`config.mk`:
```
export PLATFORM = sky130hd
export DESIGN_NAME = hab_alu
export DESIGN_NICKNAME = d
export VERILOG_FILES = /design/src/rtl/hab_pkg.sv /design/src/rtl/hab_alu.sv
export SDC_FILE = /design/constraint.sdc
export NUM_CORES = 1
export LEC_CHECK = 0
export ABC_CLOCK_PERIOD_IN_PS = 10300
export BUFFER_PORTS_ARGS = -buffer_cell sky130_fd_sc_hd__buf_2
export CORE_MARGIN = 1.5
export CORE_UTILIZATION = 50
export DETAILED_ROUTE_END_ITERATION = 10
export PLACE_DENSITY = 0.85
export SLEW_MARGIN = 10
export SYNTH_ARGS = -nofsm -noshare
export SYNTH_HDL_FRONTEND = slang
export SYNTH_SLANG_ARGS = --single-unit
```
`constraint.sdc`:
```
create_clock -name vclk -period 10.3
set_input_delay 0.515 -clock vclk [all_inputs]
set_output_delay 0.515 -clock vclk [all_outputs]
set_load 0.02 [all_outputs]
```
`src/rtl/hab_pkg.sv`:
```
// Package: shared types, constants and helper functions of the hex accumulator machine.
`timescale 1ns / 1ps
`default_nettype none
package hab_pkg;

   localparam int MEM_DEPTH_DEF = 8192;
   localparam int NUM_REGS      = 6;

   // configuration reset values
   localparam logic [12:0] START_RST = 13'd256;
   localparam logic [12:0] DBASE_RST = 13'd5;
   localparam logic [12:0] RBASE_RST = 13'd100;

   // request codes
   localparam logic [1:0] REQ_WRITE   = 2'd0;
   localparam logic [1:0] REQ_EXEC    = 2'd1;
   localparam logic [1:0] REQ_RESTART = 2'd2;

   // configuration register indexes
   localparam logic [1:0] CSR_START = 2'd0;
   localparam logic [1:0] CSR_DBASE = 2'd1;
   localparam logic [1:0] CSR_RBASE = 2'd2;

   // machine status and error codes
   localparam logic [1:0] ST_RUN  = 2'd0;
   localparam logic [1:0] ST_HALT = 2'd1;
   localparam logic [1:0] ST_ERR  = 2'd2;

   localparam logic [1:0] ERR_NONE   = 2'd0;
   localparam logic [1:0] ERR_OPCODE = 2'd1;
   localparam logic [1:0] ERR_ADDR   = 2'd2;

   // characters the machine looks at
   localparam logic [7:0] CH_OPEN  = 8'h5B;  // [
   localparam logic [7:0] CH_CLOSE = 8'h5D;  // ]
   localparam logic [7:0] CH_LREG  = 8'h69;  // i
   localparam logic [7:0] CH_UREG  = 8'h49;  // I

   typedef enum logic [4:0] {
      C_HALT, C_HEX, C_RSTORE, C_RLOAD, C_JMPACC, C_GETPC,
      C_PUSHD, C_PUSHR, C_POPD, C_POPR, C_DROP, C_EMIT,
      C_ADD, C_SUB, C_AND, C_OR, C_XOR, C_STORE, C_LOAD,
      C_NOT, C_CLR, C_SHL, C_SAR, C_FWD, C_BKNZ, C_BKZ, C_NOP, C_BAD
   } opclass_type;

   typedef enum logic [2:0] {
      ALU_ADD, ALU_SUB, ALU_AND, ALU_OR, ALU_XOR, ALU_NOT16, ALU_SHL, ALU_SAR
   } alu_op_type;

   typedef enum logic [3:0] {
      S_CLEAR, S_IDLE, S_FETCH, S_POP, S_OPND, S_LOAD,
      S_OFFS, S_JCHK, S_SCAN, S_WB, S_RESP
   } state_type;

   // opcode byte to instruction class
   function automatic opclass_type classify(logic [7:0] b);
      opclass_type c;
      unique case (b) inside
         8'h48:                       c = C_HALT;
         [8'h30:8'h39], [8'h61:8'h66]: c = C_HEX;
         [8'h69:8'h6E]:               c = C_RSTORE;
         [8'h49:8'h4E]:               c = C_RLOAD;
         8'h70:                       c = C_JMPACC;
         8'h50:                       c = C_GETPC;
         8'h73:                       c = C_PUSHD;
         8'h72:                       c = C_PUSHR;
         8'h53:                       c = C_POPD;
         8'h52:                       c = C_POPR;
         8'h44:                       c = C_DROP;
         8'h2E:                       c = C_EMIT;
         8'h2B:                       c = C_ADD;
         8'h2D:                       c = C_SUB;
         8'h41:                       c = C_AND;
         8'h4F:                       c = C_OR;
         8'h58:                       c = C_XOR;
         8'h21:                       c = C_STORE;
         8'h40:                       c = C_LOAD;
         8'h7E:                       c = C_NOT;
         8'h5F:                       c = C_CLR;
         8'h3C:                       c = C_SHL;
         8'h3E:                       c = C_SAR;
         8'h5B, 8'h5A:                c = C_FWD;
         8'h5D:                       c = C_BKNZ;
         8'h43:                       c = C_BKZ;
         8'h42, 8'h20, 8'h09, 8'h0A:  c = C_NOP;
         default:                     c = C_BAD;
      endcase
      return c;
   endfunction

   // shift one digit into a value, odd bytes included
   function automatic logic [31:0] nibble_in(logic [7:0] b, logic [31:0] val);
      logic [7:0]  d;
      logic [31:0] c;
      d = b - 8'h30;
      if (!b[7] && (b >= 8'h61)) c = {24'h0, b - 8'h57};
      else c = {{24{d[7]}}, d};
      return {16'h0, val[11:0], 4'h0} | c;
   endfunction

   // k-th written character of an offset: lowercase hex, at least 4 digits
   function automatic logic [7:0] hex_char(logic [31:0] v, logic [1:0] k);
      logic [3:0]  w;
      logic [2:0]  idx;
      logic [31:0] sh;
      logic [3:0]  nb;
      w = 4'd4;
      for (int i = 4; i < 8; i++) begin
         if (v[4*i +: 4] != 4'h0) w = 4'(i + 1);
      end
      idx = 3'(w - 4'd1 - {2'b00, k});
      sh  = v >> {idx, 2'b00};
      nb  = sh[3:0];
      return (nb < 4'd10) ? (8'h30 + {4'h0, nb}) : (8'h57 + {4'h0, nb});
   endfunction

   // stack slot address, pointer read as signed
   function automatic logic [17:0] stk_addr(logic [12:0] base, logic [15:0] sp);
      return {5'b0, base} + {{2{sp[15]}}, sp};
   endfunction

endpackage
`default_nettype wire

```
`src/rtl/hab_alu.sv`:
```
// Shared arithmetic unit: accumulator operations and jump targets.
`timescale 1ns / 1ps
`default_nettype none
module hab_alu (
   input  wire hab_pkg::alu_op_type op,
   input  wire logic [31:0]         a,
   input  wire logic [31:0]         b,
   output logic [31:0]              y
);

   always_comb begin
      unique case (op)
         hab_pkg::ALU_ADD:   y = a + b;
         hab_pkg::ALU_SUB:   y = a - b;
         hab_pkg::ALU_AND:   y = a & b;
         hab_pkg::ALU_OR:    y = a | b;
         hab_pkg::ALU_XOR:   y = a ^ b;
         hab_pkg::ALU_NOT16: y = {16'h0, ~a[15:0]};
         hab_pkg::ALU_SHL:   y = {a[30:0], 1'b0};
         hab_pkg::ALU_SAR:   y = {a[31], a[31:1]};
         default:            y = a;
      endcase
   end

endmodule
`default_nettype wire

```
# Word level (Yosys, flattened, before mapping)
# Cells that the tools add are included.
[totals]
regBits = 0
in_bits = 67
output_inout_bits = 32
elab_cells = 15
[op_classes]
n_addsub = 2
eq_ne = 7
mux = 1
bitwise_logic = 4
reduce_logical = 1
[op_table]
columns = ["cell", "count"]
rows = [
  ["32-bit one-hot mux with 8 select lines", 1],
  ["32-bit adder", 1],
  ["32-bit AND", 1],
  ["32-bit bitwise OR", 1],
  ["32-bit subtractor", 1],
  ["32-bit bitwise XOR", 1],
  ["16-bit NOT", 1],
  ["3-bit == test (second input constant)", 4],
  ["3-bit by 2-bit == test with 1-bit output (second input constant)", 2],
  ["3-bit by 1-bit == test with 1-bit output (second input constant)", 1],
  ["3-bit zero test", 1],
]

# Longest topological paths before layout
# Gate-level depths: netlist of run 1.
[depth]
ltp_word = 2
mapped_depth = 16
mapped_depth_nobuf = 15

# Least setup slack after synthesis of run 1
# No wires, ideal clock.
[synth_path]
kind = "input-to-output"
from = "in op[1]"
to = "out y[30]"
arrival_ns = 4.067
required_time_ns = 9.785
setup_slack_ns = 5.718
stages = 14
path_buffers = 3
path_cell_list = "clkbuf_1 -> or2_2 -> clkbuf_1 -> nor2_1 -> buf_2 -> mux2i_1 -> fa_1 -> a21oi_2 -> and4b_1 -> o2111ai_1 -> nand4_2 -> a221oi_4 -> nor2_1 -> a311oi_1"
[synth_via]
elab_chain_cells = 2
word_cells_on_any_way = 9
cone_classes = "eq/ne (7); mux (1); reduce/logical (1)"
[synth_lines]
columns = ["item", "line_no", "rtl"]
rows = [
  ["start, declared", "hab_alu.sv:5", "input wire hab_pkg::alu_op_type op,"],
  ["3-bit == test, or another cell as far along", "hab_alu.sv:12", "unique case (op)"],
  ["32-bit one-hot mux with 8 select lines *", "hab_alu.sv:12", ""],
  ["end, declared", "hab_alu.sv:8", "output logic [31:0] y"],
]
# Every way passes the cells marked *; elsewhere a longest branch is shown, timed or not.

# Final worst setup path of run 1
[layout_path]
from = "in op[2]"
to = "out y[27]"
# The elaborated chain is that of the path after synthesis.

==> flow_summary_export.csv, run 1 <==
group,metric,value,unit
floorplanning,start_util,50.9,%
synthesis,avgSynthCellArea,7.20,sq um
synthesis,syn-num-nets,887,
final_layout,n_antenna_cell,0,
placed_design,placed_cell_area,5750,sq um
global_route,track_usage,27.9,%
timing,layout_setup_ws,5030,ps
critical_path,critPathTopFamily,"compound AO/OA/AOI/OAI gates",
placed_design,place.gp.congestion,0.980,
synthesis,yosys-top-cells-count,"ha_1 (96), inv_1 (90), nand2_1 (64), o21ai_0 (49), a21oi_1 (46)",
power,vdd_drop_max,0.0343,mV
final_layout,clock_buffers,0,
global_route,grt_max_degree,65,
global_route,grt_pass1_vias,5337,
placed_design,portBuffers,99,
critical_path,critical_path.max_stage_delay,630,ps
synthesis,synth.distinct_cells,74,
power,totalPowerFinal,356,uW
timing,slew_viol_final,0,
run_status,status,"completed",
global_route,grt_pass1_wl,25900,microns
routing,drc,0,
critical_path,worstPathRequired,9790,ps
routing,final_antenna_net_count,0,
critical_path,critical-path-slowest-cell,"buf_2",
timing,hold_viol,0,
synthesis,syn-cell-area,5200,sq um
critical_path,startpoint,"op[2]",
timing,fin_crit,5270,ps
critical_path,crit_path_start_kind,"input port",
critical_path,crit_top_cell,"buf_2",
routing,first_pass_iters,5,
critical_path,cp.arrival,4750,ps
timing,clock.fmax,190,MHz
timing,setup_viol,0,
final_layout,drive_above_1_share,18.7,%
final_layout,nNetsFinal,953,
routing,via_per_inst,6.10,
critical_path,path_buf_inv,3,
clocking,cts_hold_buf,0,
clocking,post_cts_resized,0,
critical_path,cp-end-kind,"primary output",
timing,worst_pin_slew,838,ps
placed_design,post-place-ws,5140,ps
synthesis,synth_warnings,0,
floorplanning,design.core.area,10200,sq um
timing,maxSlewHeadroom,44.1,%
final_layout,regArea,0,sq um
synthesis,yosys.area.top_type_share,23.1,%
floorplanning,rows,37,
placed_design,dp_hpwl,12500,microns
clocking,cts_setup_buffers,0,
critical_path,critical_path_class,"in2out",
global_route,antenna_found_initial,0,
power,p_leak,0.00282,uW
routing,drtIter0Drc,386,
timing,fin_tns_setup,0,ps
final_layout,design.seq.count,0,
floorplanning,dieWidth,105,microns
critical_path,crit_chain,"buf_2 > nor2_1 > buf_4 > nand2_1 > o21ai_0 > xnor2_1 > ha_1 > nand4_1 > nor3_1 > o211ai_1 > a211o_1 > a21oi_1 > nor4_1 > o31ai_1 > buf_2",
critical_path,endpoint,"y[27]",
floorplanning,die_y,105,microns
min_path,hp-class,"in2out",
global_route,grt_remaining_overflow,0,
final_layout,final_cell_area,5750,sq um
routing,num_vias,5629,
timing,finalCritPeriodShare,51.1,%
synthesis,syn_inst,723,
synthesis,synth_area_leaders,"ha_1 (23%), xnor2_1 (6.7%), inv_1 (6.5%), mux4_2 (6.1%), o21ai_0 (4.7%)",
floorplanning,io_pins,99,
critical_path,crit_cells,15,
floorplanning,die_area,11000,sq um
final_layout,utilization,56.2,%
final_layout,syn_to_final_growth,10.4,%
synthesis,seq_area_frac_synth,0,%
synthesis,synth_top_cell_by_area,"ha_1",
run,max_cap_viol_count,0,
power,powerDensity,62.0,nW/um^2
timing,rsz0062_at_grt,"false",
synthesis,synth.most_common_cell,"ha_1",
routing,drt-wirelength-per-cell,17.2,microns
routing,wl,15900,microns
critical_path,critPathMaxFanout,42,
[metrics by stage]
| step | std cells | hold WS, ps |
|---|---|---|
| CTS | 923 | 1590 |
| global placement | 923 | 1580 |
| detailed placement | 923 | 1580 |
| global route | 923 | 1630 |
| finish | 923 | 1570 |
| floorplan | 723 | 1320 |
[per-layer routing]
metal	wire length [microns]	GRT usage, %	vias to the layer above
met5	0	0	-
met4	303	6.46	0
met3	1050	2.06	27
met2	7550	48.4	216
met1	6950	37.4	2626
li1	-	-	2760
[layout by cell type, fill, tap and decap left out, types with 3 or more instances in the layout]
cell,instances
and4_1,4
o31ai_1,7
o21ai_1,12
nand3_1,10
nand4_1,7
a221oi_1,11
inv_1,90
buf_4,7
o22ai_1,9
xnor2_1,40
o21bai_1,5
a22oi_1,15
nand2_1,64
nor2_1,43
a21o_1,10
buf_2,99
nor3_1,8
a21oi_2,3
a21oi_1,46
a211oi_1,9
mux2_2,6
and3_1,8
a31oi_1,11
o21ai_0,49
xor2_1,10
nor2b_1,6
o21a_1,4
o211ai_1,8
o2111ai_1,4
mux4_2,14
nand2b_1,3
mux2i_1,15
ha_1,96
[cells by family after synthesis]
| family | count (synthesis) | synth area share [%] |
|---|---|---|
| compound gates | 232 | 30.2 |
| xor+xnor | 50 | 8.41 |
| fa+ha+maj | 97 | 23.5 |
| buf+inv | 132 | 9.98 |
| mux | 35 | 10.2 |
| simple gates | 177 | 17.7 |
[worst min path at each step]
stage,start,end,slack (ps),cells after the start
6_report,a[0],y[0],1570,5
3_3_place_gp,a[0],y[0],1580,5
4_1_cts,a[0],y[0],1590,5
2_1_floorplan,a[12],y[12],1320,2
3_5_place_dp,a[0],y[0],1580,5
5_1_grt,a[0],y[0],1630,5
[cell type report]
cell class / instances / area [sq um]
fill: 1009 / 4480
timing repair buffer: 106 / 548
tap: 136 / 170
inverter: 90 / 338
multi-input combinational: 591 / 4690
[power by group]
group	total, uW	internal [uW]	switching (uW)
Clock	0	0	0
Combinational	356	138	219
Sequential	0	0	0
Total	356	138	219
Note: power is estimated with default switching activity, not from simulation.
==> run 2: changes to the inputs <==
--- a/config.mk
+++ b/config.mk
@@ -5,7 +5,7 @@
 export SDC_FILE = /design/constraint.sdc
 export NUM_CORES = 1
 export LEC_CHECK = 0
-export ABC_CLOCK_PERIOD_IN_PS = 10300
+export ABC_CLOCK_PERIOD_IN_PS = 5000
 export BUFFER_PORTS_ARGS = -buffer_cell sky130_fd_sc_hd__buf_2
 export CORE_MARGIN = 1.5
 export CORE_UTILIZATION = 50
==> constraint.sdc (replaced) <==
create_clock -name vclk -period 5
set_input_delay 0.25 -clock vclk [all_inputs]
set_output_delay 0.25 -clock vclk [all_outputs]
set_load 0.02 [all_outputs]
==> run 2 against run 1 <==
  * Non-clock buffer count increased by 2
  * Total power grew 110%
  * Clock-buffer cell count unchanged
  * Combinational power is 110% higher
  * Setup slack worse by 4400 ps
  * Final cell count increased by 0.22%
  * Largest power group unchanged
==> flow_summary_export.csv, run 2 (synthesis results as in run 1) <==
group,metric,value,unit
run_status,status,"completed",
final_layout,nNetsFinal,955,
critical_path,critical-path-slowest-cell,"or4_1",
global_route,grt_remaining_overflow,0,
timing,worst_pin_slew,768,ps
timing,finalCritPeriodShare,86.7,%
floorplanning,rows,37,
min_path,hp-class,"in2out",
timing,rsz0062_at_grt,"false",
routing,num_vias,5739,
placed_design,post-place-ws,738,ps
timing,setup_viol,0,
placed_design,dp_cells,925,
clocking,post_cts_resized,0,
global_route,grt_pass1_wl,26400,microns
critical_path,crit_cells,15,
global_route,grt_pass1_vias,5538,
timing,maxSlewHeadroom,48.7,%
critical_path,worstPathRequired,4750,ps
run,max_cap_viol_count,0,
final_layout,layout_common_cells,"buf_2 (99), ha_1 (96), inv_1 (90)",
final_layout,design.seq.count,0,
routing,wl,16000,microns
final_layout,syn_to_final_growth,10.7,%
final_layout,clock_buffers,0,
critical_path,crit_chain,"buf_2 > nor4_4 > nand3_2 > or4_1 > o41ai_2 > xnor2_1 > ha_1 > nand2_2 > nor4_2 > o2111ai_1 > nand4_2 > a221oi_4 > o2111a_1 > a311oi_1 > buf_2",
routing,drtIter0Drc,501,
floorplanning,design.core.area,10200,sq um
power,powerDensity,129,nW/um^2
critical_path,endpoint,"y[30]",
timing,slew_viol_final,0,
floorplanning,die_y,105,microns
critical_path,critical_path.max_stage_delay,530,ps
critical_path,path_buf_inv,2,
placed_design,dp_hpwl,12600,microns
clocking,cts_setup_buffers,0,
routing,first_pass_iters,6,
final_layout,n_antenna_cell,0,
placed_design,portBuffers,99,
global_route,track_usage,28.3,%
final_layout,final_cells,925,
clocking,cts_hold_buf,0,
final_layout,final_common_cell,"buf_2",
critical_path,cp.arrival,4090,ps
routing,final_antenna_net_count,0,
routing,drt-wirelength-per-cell,17.3,microns
critical_path,startpoint,"b[5]",
critical_path,critPathMaxFanout,8,
critical_path,critical_path_class,"in2out",
timing,fin_crit,4340,ps
final_layout,fillCellCount,982,
final_layout,utilization,56.3,%
global_route,antenna_found_initial,0,
floorplanning,io_pins,99,
timing,clock.fmax,231,MHz
critical_path,critPathTopFamily,"simple AND/OR/NAND/NOR gates",
routing,drc,0,
power,p_leak,0.00283,uW
critical_path,cp-end-kind,"primary output",
timing,layout_setup_ws,663,ps
power,totalPowerFinal,741,uW
floorplanning,die_area,11000,sq um
power,vdd_drop_max,0.0837,mV
global_route,grt_max_degree,63,
timing,hold_viol,0,
timing,fin_tns_setup,0,ps
floorplanning,dieWidth,105,microns
final_layout,regArea,0,sq um
final_layout,drive_above_1_share,18.9,%
placed_design,place.gp.congestion,0.979,
critical_path,crit_top_cell,"buf_2",
critical_path,crit_path_start_kind,"input port",
floorplanning,start_util,50.9,%
routing,via_per_inst,6.20,
-- run 2: changes by cell type in the layout (fill, tap and decap cells not counted) --
cell | before | now
buf_4 | 7 | 9
-- run 2: where the power goes --
group / switching [uW] / internal (uW) / leakage, uW
combinational: 456 / 285 / 0.00283
clock: 0 / 0 / 0
sequential: 0 / 0 / 0
-- run 2: how the worst min path moves through the flow --
stage / startpoint / to / slack [ps] / depth (start not counted)
finish: a[0] / y[0] / 1030 / 5
global route: a[0] / y[0] / 1070 / 5
CTS: a[0] / y[0] / 1030 / 5
detailed placement: a[0] / y[0] / 1030 / 5
global placement: a[0] / y[0] / 1030 / 5
floorplan: a[12] / y[12] / 790 / 2
-- run 2: layout make-up --
class                      instances  area [sq um]  area share [%]
multi-input combinational        591          4690            81.4
timing repair buffer             108           563            9.77
inverter                          90           338            5.86
tap                              136           170            2.95
-- run 2: metrics by stage --
step           hold slack, ps  instance area (sq um)
2_1_floorplan             789                   5200
3_3_place_gp             1030                   5760
3_5_place_dp             1030                   5760
4_1_cts                  1030                   5760
5_1_grt                  1070                   5760
6_report                 1030                   5760
-- run 2: layer usage --
| metal | vias to the layer above | global-route usage [%] | wire (microns) |
|---|---|---|---|
| met5 | - | 0 | 0 |
| met1 | 2695 | 38.5 | 6850 |
| met4 | 0 | 7.53 | 278 |
| met3 | 32 | 2.12 | 1190 |
| li1 | 2769 | - | - |
| met2 | 243 | 48.0 | 7640 |
-- run 2: worst min-delay path: stages --
cell      delay, ps
buf_2           110
nor2_1           90
a211oi_1         50
a21oi_1         100
buf_2           170
